==> config.mk <==
export PLATFORM = sky130hd
export DESIGN_NAME = bounded_list_with_delete_all_unit
export DESIGN_NICKNAME = d
export VERILOG_FILES = /design/src/sv/blwd_pkg.sv /design/src/sv/bounded_list_with_delete_all_unit.sv /design/src/sv/blwd_ctrl.sv /design/src/sv/blwd_dp.sv
export VERILOG_INCLUDE_DIRS = /design/src /design/src/sv
export SDC_FILE = /design/constraint.sdc
export NUM_CORES = 2
export LEC_CHECK = 0
export BUFFER_PORTS_ARGS = -buffer_cell sky130_fd_sc_hd__buf_4
export CAP_MARGIN = 25
export CELL_PAD_IN_SITES_DETAIL_PLACEMENT = 0
export CELL_PAD_IN_SITES_GLOBAL_PLACEMENT = 1
export CORE_MARGIN = 5
export CORE_UTILIZATION = 61
export CTS_BUF_LIST = sky130_fd_sc_hd__clkbuf_4
export DETAILED_ROUTE_END_ITERATION = 6
export HOLD_SLACK_MARGIN = 0.08
export PLACE_DENSITY = 0.92
export SETUP_SLACK_MARGIN = 0.3
export SYNTH_ARGS = -nofsm -noshare
export SYNTH_HDL_FRONTEND = slang
export SYNTH_SLANG_ARGS = --single-unit
==> constraint.sdc <==
create_clock -name clk -period 13.6 [get_ports clk]
set_input_delay 1.36 -clock clk [delete_from_list [all_inputs] [get_ports clk]]
set_output_delay 1.36 -clock clk [all_outputs]
set_load 0.01 [all_outputs]
==> src/sv/assert_macros.svh <==
// Assertion macros for the list unit; included by the datapath.
// Used by files that check their own logic; no other dependencies.
`ifndef ASSERT_MACROS_SVH
`define ASSERT_MACROS_SVH
`ifndef SYNTHESIS
`define ASSERT_ALWAYS(lbl, clk, rst, cond, msg) \
  lbl: assert property (@(posedge clk) disable iff (rst) (cond)) else $error(msg);
`define ASSERT_PROP(lbl, clk, rst, prop, msg) \
  lbl: assert property (@(posedge clk) disable iff (rst) prop) else $error(msg);
`else
`define ASSERT_ALWAYS(lbl, clk, rst, cond, msg)
`define ASSERT_PROP(lbl, clk, rst, prop, msg)
`endif
`endif

==> src/sv/blwd_pkg.sv <==
// Shared types and constants for the bounded list unit.
// No dependencies; imported by the controller, datapath and top level.
package blwd_pkg;

  localparam int VALUE_W  = 64;
  localparam int COUNT_W  = 6;
  localparam int S_DATA_W = 72;
  localparam int M_DATA_W = 72;
  localparam int M_USER_W = 2;

  typedef enum logic [1:0] {
    OP_PUSH_FRONT = 2'd0,
    OP_PUSH_BACK  = 2'd1,
    OP_REMOVE_ALL = 2'd2,
    OP_DUMP       = 2'd3
  } op_t;

  // Controller to datapath
  typedef struct packed {
    logic accept;
    op_t  op;
    logic rm_run;
    logic dump_run;
    logic send_status;
  } cmd_t;

  // Datapath to controller
  typedef struct packed {
    logic rm_done;
    logic dump_done;
    logic out_free;
    logic empty;
  } sts_t;

endpackage

==> src/sv/bounded_list_with_delete_all_unit.sv <==
// Bounded ordered list unit: holds up to DEPTH signed 64-bit entries.
// Input stream (s_*): one word per command. s_tdata carries the operation
// (push front, push back, remove all equal, dump) and the operand value.
// Output stream (m_*): push and remove give one status word with the new
// count and flags; dump gives every entry head to tail with m_tlast on the
// final one, or one status word flagged empty when the list holds nothing.
// One command is worked at a time. A push passes through the status state
// to the output register. Remove walks the list at one entry per cycle,
// reading one entry and rewriting a kept one in the same cycle, then gives
// its status word. Dump streams one entry per cycle while the receiver
// keeps up, once its first memory read has returned.
// Reset (rst, synchronous) empties the list; memory contents are not cleared.
// A stalled receiver holds the output register and pauses the dump walk
// without losing or repeating entries; no new command is accepted until
// the current one has handed its last word to the output register.
module bounded_list_with_delete_all_unit #(
  parameter int DEPTH = 32
) (
  input  logic                           clk,
  input  logic                           rst,
  input  logic                           s_tvalid,
  output logic                           s_tready,
  // [1:0] operation, [65:2] operand_value, [71:66] zero
  input  logic [blwd_pkg::S_DATA_W-1:0]  s_tdata,
  output logic                           m_tvalid,
  input  logic                           m_tready,
  // [63:0] entry_value, [69:64] entry_count, [71:70] zero
  output logic [blwd_pkg::M_DATA_W-1:0]  m_tdata,
  // [0] list_empty, [1] overflow
  output logic [blwd_pkg::M_USER_W-1:0]  m_tuser,
  output logic                           m_tlast
);
  import blwd_pkg::*;

  cmd_t               cmd;
  sts_t               sts;
  op_t                op;
  logic [VALUE_W-1:0] operand;
  logic [VALUE_W-1:0] out_entry;
  logic               out_empty;
  logic               out_ovf;
  logic [COUNT_W-1:0] out_count;

  assign op      = op_t'(s_tdata[1:0]);
  assign operand = s_tdata[VALUE_W+1:2];

  blwd_ctrl u_ctrl (
    .clk      (clk),
    .rst      (rst),
    .s_tvalid (s_tvalid),
    .op       (op),
    .sts      (sts),
    .s_tready (s_tready),
    .cmd      (cmd)
  );

  blwd_dp #(
    .DEPTH (DEPTH)
  ) u_dp (
    .clk       (clk),
    .rst       (rst),
    .cmd       (cmd),
    .operand   (operand),
    .sts       (sts),
    .m_tvalid  (m_tvalid),
    .m_tready  (m_tready),
    .out_entry (out_entry),
    .out_last  (m_tlast),
    .out_empty (out_empty),
    .out_ovf   (out_ovf),
    .out_count (out_count)
  );

  assign m_tdata = {{(M_DATA_W - VALUE_W - COUNT_W){1'b0}}, out_count, out_entry};
  assign m_tuser = {out_ovf, out_empty};

endmodule

==> src/sv/blwd_ctrl.sv <==
// Sequencer for the bounded list unit: takes one word, runs it, returns to idle.
// Depends on blwd_pkg for the command and status structs.
module blwd_ctrl (
  input  logic           clk,
  input  logic           rst,
  input  logic           s_tvalid,
  input  blwd_pkg::op_t  op,
  input  blwd_pkg::sts_t sts,
  output logic           s_tready,
  output blwd_pkg::cmd_t cmd
);
  import blwd_pkg::*;

  typedef enum logic [3:0] {
    ST_IDLE   = 4'b0001,
    ST_REMOVE = 4'b0010,
    ST_DUMP   = 4'b0100,
    ST_STATUS = 4'b1000
  } state_t;

  state_t state, state_next;
  logic   accept;

  assign s_tready = (state == ST_IDLE);
  assign accept   = s_tvalid && s_tready;

  always_comb begin
    cmd.accept      = accept;
    cmd.op          = op;
    cmd.rm_run      = (state == ST_REMOVE);
    cmd.dump_run    = (state == ST_DUMP);
    cmd.send_status = (state == ST_STATUS);
  end

  always_comb begin
    state_next = state;
    unique case (state)
      ST_IDLE: begin
        if (accept) begin
          unique case (op)
            OP_PUSH_FRONT, OP_PUSH_BACK: state_next = ST_STATUS;
            OP_REMOVE_ALL:               state_next = ST_REMOVE;
            OP_DUMP:                     state_next = sts.empty ? ST_STATUS : ST_DUMP;
            default:                     state_next = ST_IDLE;
          endcase
        end
      end
      ST_REMOVE: if (sts.rm_done) state_next = ST_STATUS;
      ST_DUMP:   if (sts.dump_done) state_next = ST_IDLE;
      ST_STATUS: if (sts.out_free) state_next = ST_IDLE;
      default:   state_next = ST_IDLE;
    endcase
  end

  always_ff @(posedge clk) begin
    if (rst) begin
      state <= ST_IDLE;
    end else begin
      state <= state_next;
    end
  end

endmodule

==> src/sv/blwd_dp.sv <==
// Datapath of the bounded list unit: circular entry memory, head and count,
// walk pointers for remove and dump, and the output register.
// Depends on blwd_pkg and assert_macros.svh.
`include "assert_macros.svh"
module blwd_dp #(
  parameter int DEPTH = 32
) (
  input  logic                          clk,
  input  logic                          rst,
  input  blwd_pkg::cmd_t                cmd,
  input  logic [blwd_pkg::VALUE_W-1:0]  operand,
  output blwd_pkg::sts_t                sts,
  output logic                          m_tvalid,
  input  logic                          m_tready,
  output logic [blwd_pkg::VALUE_W-1:0]  out_entry,
  output logic                          out_last,
  output logic                          out_empty,
  output logic                          out_ovf,
  output logic [blwd_pkg::COUNT_W-1:0]  out_count
);
  import blwd_pkg::*;

  localparam int PW = $clog2(DEPTH);
  localparam int CW = $clog2(DEPTH + 1);
  localparam int XW = (CW > COUNT_W) ? CW : COUNT_W;
  localparam logic [PW:0]   DEPTH_S = (PW + 1)'(DEPTH);
  localparam logic [PW-1:0] LAST_POS = PW'(DEPTH - 1);
  localparam logic [CW-1:0] DEPTH_C = CW'(DEPTH);

  logic [VALUE_W-1:0] mem [DEPTH];
  logic [VALUE_W-1:0] rdata;
  logic [VALUE_W-1:0] key;

  logic [PW-1:0] head, head_next;
  logic [CW-1:0] count, count_next;
  logic [CW-1:0] idx, idx_next;
  logic [CW-1:0] wr_idx, wr_idx_next;
  logic          ovf;
  logic          cmp_valid, cmp_valid_next;
  logic          rd_valid, rd_valid_next;
  logic          rd_last, rd_last_next;

  logic               rd_en, wr_en;
  logic [PW-1:0]      rd_addr, wr_addr;
  logic [VALUE_W-1:0] wr_data;

  logic full, out_free, ent_load, status_load, issue, is_push;
  logic [XW-1:0] count_x;

  function automatic logic [PW-1:0] phys(input logic [PW-1:0] base,
                                         input logic [PW-1:0] off);
    logic [PW:0] sum;
    sum = {1'b0, base} + {1'b0, off};
    if (sum >= DEPTH_S) sum = sum - DEPTH_S;
    return sum[PW-1:0];
  endfunction

  assign full        = (count == DEPTH_C);
  assign out_free    = !m_tvalid || m_tready;
  assign ent_load    = cmd.dump_run && rd_valid && out_free;
  assign status_load = cmd.send_status && out_free;
  assign is_push     = (cmd.op == OP_PUSH_FRONT) || (cmd.op == OP_PUSH_BACK);
  assign issue       = cmd.dump_run && (idx != count) && (!rd_valid || ent_load);
  assign count_x     = XW'(count);

  always_comb begin
    sts.rm_done   = (idx == count) && !cmp_valid;
    sts.dump_done = (idx == count) && !rd_valid;
    sts.out_free  = out_free;
    sts.empty     = (count == '0);
  end

  always_comb begin
    head_next      = head;
    count_next     = count;
    idx_next       = idx;
    wr_idx_next    = wr_idx;
    cmp_valid_next = 1'b0;
    rd_valid_next  = rd_valid;
    rd_last_next   = rd_last;
    rd_en          = 1'b0;
    rd_addr        = '0;
    wr_en          = 1'b0;
    wr_addr        = '0;
    wr_data        = rdata;

    if (cmd.accept) begin
      idx_next      = '0;
      wr_idx_next   = '0;
      rd_valid_next = 1'b0;
      if (is_push && !full) begin
        wr_en      = 1'b1;
        wr_data    = operand;
        count_next = count + CW'(1);
        if (cmd.op == OP_PUSH_FRONT) begin
          head_next = (head == '0) ? LAST_POS : head - PW'(1);
          wr_addr   = head_next;
        end else begin
          wr_addr = phys(head, count[PW-1:0]);
        end
      end
    end

    // Compact in place: keep entries that differ from the key
    if (cmd.rm_run) begin
      if (idx != count) begin
        rd_en          = 1'b1;
        rd_addr        = phys(head, idx[PW-1:0]);
        idx_next       = idx + CW'(1);
        cmp_valid_next = 1'b1;
      end
      if (cmp_valid && (rdata != key)) begin
        wr_en       = 1'b1;
        wr_addr     = phys(head, wr_idx[PW-1:0]);
        wr_idx_next = wr_idx + CW'(1);
      end
      if (sts.rm_done) count_next = wr_idx;
    end

    if (cmd.dump_run) begin
      if (issue) begin
        rd_en        = 1'b1;
        rd_addr      = phys(head, idx[PW-1:0]);
        idx_next     = idx + CW'(1);
        rd_last_next = ((idx + CW'(1)) == count);
      end
      rd_valid_next = issue || (rd_valid && !ent_load);
    end
  end

  always_ff @(posedge clk) begin
    if (wr_en) mem[wr_addr] <= wr_data;
    if (rd_en) rdata <= mem[rd_addr];
  end

  always_ff @(posedge clk) begin
    if (rst) begin
      head      <= '0;
      count     <= '0;
      idx       <= '0;
      wr_idx    <= '0;
      cmp_valid <= 1'b0;
      rd_valid  <= 1'b0;
      m_tvalid  <= 1'b0;
    end else begin
      head      <= head_next;
      count     <= count_next;
      idx       <= idx_next;
      wr_idx    <= wr_idx_next;
      cmp_valid <= cmp_valid_next;
      rd_valid  <= rd_valid_next;
      if (status_load || ent_load) begin
        m_tvalid <= 1'b1;
      end else if (m_tready) begin
        m_tvalid <= 1'b0;
      end
    end
  end

  always_ff @(posedge clk) begin
    rd_last <= rd_last_next;
    if (cmd.accept) begin
      key <= operand;
      ovf <= is_push && full;
    end
    if (status_load) begin
      out_entry <= '0;
      out_last  <= 1'b1;
      out_empty <= (count == '0);
      out_ovf   <= ovf;
      out_count <= count_x[COUNT_W-1:0];
    end else if (ent_load) begin
      out_entry <= rdata;
      out_last  <= rd_last;
      out_empty <= 1'b0;
      out_ovf   <= 1'b0;
      out_count <= count_x[COUNT_W-1:0];
    end
  end

  `ASSERT_ALWAYS(a_count_bound, clk, rst, count <= DEPTH_C, "count above depth")
  `ASSERT_ALWAYS(a_wr_behind_rd, clk, rst, wr_idx <= idx, "write pointer passed read pointer")
  `ASSERT_PROP(a_rdv_dump, clk, rst, (rd_valid |-> cmd.dump_run), "read data pending outside dump")
  `ASSERT_PROP(a_rm_shrinks, clk, rst, ((cmd.rm_run && sts.rm_done) |=> (count <= $past(count))), "remove grew the list")

endmodule
==> results by group <==
Pwr
  • Switch share: 22.66%
  • Int Power: 0.01112 W
  • Comb pwr share: 5.7%
  • Power Density: 142.9 nW/um2
  • Worst VDD drop: 0.00008055 V
  • Tot Pwr: 0.01438 W
  • Seq pwr share: 54.6%
  • Sw power: 0.003258 W
  • Clock share of power: 39.7%
  • LEAKAGE: 31.99 nW

Run status
  • Status: finished, violations left
  • Violated checks: DRC

Critical path
  • CP max FO: 31
  • CP arrival: 6720 ps
  • Critical-path top delay cell: nor4_1
  • Critical Path Max Stage Delay: 860 ps
  • CP Launch Type: flip-flop
  • WP data required: 14470 ps
  • CP Cell Sequence: xor2_1 -> nor4_1 -> nand4_1 -> nor4_4 -> buf_4 -> nor2_1 -> a211o_4 -> nor3_2 -> buf_4 -> buf_4
  • Most common cell on crit path: buf_4
  • Crit path capture type: flip-flop
  • CP Class: flip-flop to flip-flop

Timing
  • Final setup viols: 0
  • Setup Total Neg Slack: 0 ps
  • Setup WS post-layout: 7757 ps
  • Max Freq: 0.1712 GHz
  • Final Skew: 88.53 ps
  • Final Critical Period: 5843 ps
  • Max-slew headroom: 17.19%
  • Final Hold Viols: 0
  • Slew Viols, Final: 0
  • RSZ-0062 raised after global routing: false
  • Final Cycle Share: 42.96%
  • Worst-margin pin slew: 1242 ps

Final layout
  • Register area: 67540 um2
  • Layout area overhead: 11.73%
  • Fillcell total: 9113
  • Share of cells above drive strength 1: 27.04%
  • Final net count: 5930
  • Multi-input logic area: 21200 um2

Hold path
  • Worst hold-check path type: input pin to flip-flop

Global routing
  • First-pass GRT wire length: 361.2 mm
  • Number of global-route vias before repair: 55540
  • Grt ovf: 0
  • Antenna violations before repair: 9
  • Largest net degree at the start of global routing: 191
  • All-Layer GR Usage: 31.80%

Floorplan
  • Die area: 155400 um2
  • Std-Cell Core Area: 147300 um2
  • Width of the die: 394.2 um
  • Row cnt: 141
  • Boundary Pins: 153
  • Initial Utilization: 61.12%
  • Die Y: 394.2 um

Clock network
  • Resized cells post-CTS: 0
  • Postcts setup bufs: 0
  • Total CTS buffers: 579
  • Sinks on Clock Net: 2281
  • Reg clk slew, reported paths: 60 ps
  • CTS H-Tree Depth: 6
  • Worst skew pair latency: 1320 ps
  • CTS Buffer Depth: 4
  • CTS hold repair buffers: 0
  • Clk root buf: clkbuf_4
  • CTS tree: done

Detailed routing
  • Drt wl/cell: 30.77 um
  • Vias per cell: 6.768
  • DRT Wirelength: 251.1 mm
  • Initial drt markers: 8374
  • Final ANT Viol Nets: 0
  • # DRC: 1
  • First drt pass iteration count: 7
  • Via Count: 55210

Synth
  • Post-synthesis register bit count: 2281
  • Ys Warns: 0
  • Yosys cell types: 73
  • Sequential area share after synthesis: 75.02%
  • Number of synthesized flops with an enable pin: 2186
  • Synth async-reset ratio: 0%
  • Avg Cell Area, Syn: 16.86 um2
  • Synthesized area: 90040 um2
  • Syn Inst Count: 5341
  • Synth Flop Type: edfxtp_1

Place
  • Place WS: 7634 ps
  • Hpwl dp: 128.2 mm
  • Routability cong.: 0.8178
  • Port Buffer Count: 144

Flow run
  • Max Cap Violations: 0
[cells in the mapped netlist, drive strengths merged (7+ instances only)]
cell type     n  area share (%)
a211oi        9           0.075
a21o          7           0.058
a21oi       398             2.2
a221o        64            0.71
a221oi      127             1.2
a2bb2oi      63            0.61
a311oi      129             1.3
buf         132            0.77
clkbuf      230            0.96
dfxtp        95             2.1
edfxtp     2186              73
ha           17            0.24
inv          15           0.063
mux2        322             4.0
mux2i       130             1.4
mux4        130             3.3
nand2       161            0.67
nand2b      132            0.92
nand3        14           0.078
nand4        70            0.49
nor2        418             1.7
nor3         39            0.24
nor4         18            0.16
o21ai       136            0.76
o311ai       65            0.63
o32a         63            0.70
xnor2        18            0.18
xor2         80            0.78
[metrics by stage]
step / instances / util (%) / area, um2 / hold slack (ps)
after detailed placement: 7181 / 63.41 / 93410 / 441.4
after global routing: 8157 / 68.28 / 100600 / 153.6
after CTS: 8148 / 68.25 / 100500 / 108.6
after floorplan: 5342 / - / 90040 / 402.9
final: 8158 / 68.29 / 100600 / 233.8
after global placement: 7175 / 63.33 / 93290 / 444.6
[cell type report]
class                      count  share of cell area (%)
timing repair buffer         273                   2.203
tap                         1930                   2.401
sequential                  2281                   67.15
clock inverter               121                  0.7761
inverter                      15                 0.06095
antenna                        8                 0.01990
multi-input combinational   2684                   21.08
clock buffer                 846                   6.314
[sequential cells by signal (all words and copies together), names as in the netlist, 4 cells and up]
| name | cells |
|---|---|
| u_dp.wr_idx | 6 |
| u_dp.out_entry | 64 |
| u_dp.key | 64 |
| u_ctrl.state | 4 |
| u_dp.count | 6 |
| u_dp.head | 5 |
| u_dp.rdata | 64 |
| u_dp.mem | 2048 |
| u_dp.idx | 6 |
| u_dp.out_count | 6 |
[critical path: cells and delay by family, from the launching register on]
| kind | cells | cell delay (ps) |
|---|---|---|
| AO/OA/AOI/OAI | 1 | 480 |
| buffers and inverters | 3 | 1730 |
| AND/OR/NAND/NOR | 5 | 2580 |
| XOR/XNOR | 1 | 180 |
| flip-flops | 1 | 420 |
[layout by cell type, fill, tap and decap left out, types with 129 or more instances in the layout]
cell,count
edfxtp_1,2186
clkbuf_4,846
nor2_1,416
a21oi_1,397
mux2_2,322
buf_4,261
nand2_1,159
o21ai_0,134
nand2b_1,132
mux4_2,130
mux2i_1,130
a311oi_1,129
[per-layer routing]
metal | wire length, um | global-route usage (%)
met4 | 11300 | 14.47
met3 | 37670 | 10.13
met5 | 185 | 0
met1 | 84770 | 41.73
met2 | 117100 | 49.30
[final timing paths]
check        cells past startpoint  slack (ps)            endpoint               start
max                             10        7760    u_dp.mem[18][33]      u_dp.rdata[45]
min                              1         230        u_dp.key[27]         s_tdata[29]
max reg2reg                     10        7760    u_dp.mem[18][33]      u_dp.rdata[45]
min reg2reg                      2         450  u_dp.out_entry[59]  u_dp.out_entry[59]
[power groups by stage]
stage,Combinational [W],Sequential [W],Clock [W]
after floorplan,0.000516,0.00800,0
after global placement,0.000770,0.00799,0
after detailed placement,0.000797,0.00800,0
after CTS,0.000801,0.00785,0.00577
after global routing,0.000861,0.00785,0.00619
final,0.000822,0.00785,0.00571
[logic make-up after synthesis]
group,count (synthesis),synth area share [%]
compound gates,1092,8.556
xor+xnor,98,0.9533
fa+ha+maj,20,0.3029
buf+inv,377,1.790
flops,2281,75.02
mux,582,8.724
other cells,1,0.004165
simple gates,890,4.649
No activity file was read; power rests on OpenSTA's default activity.
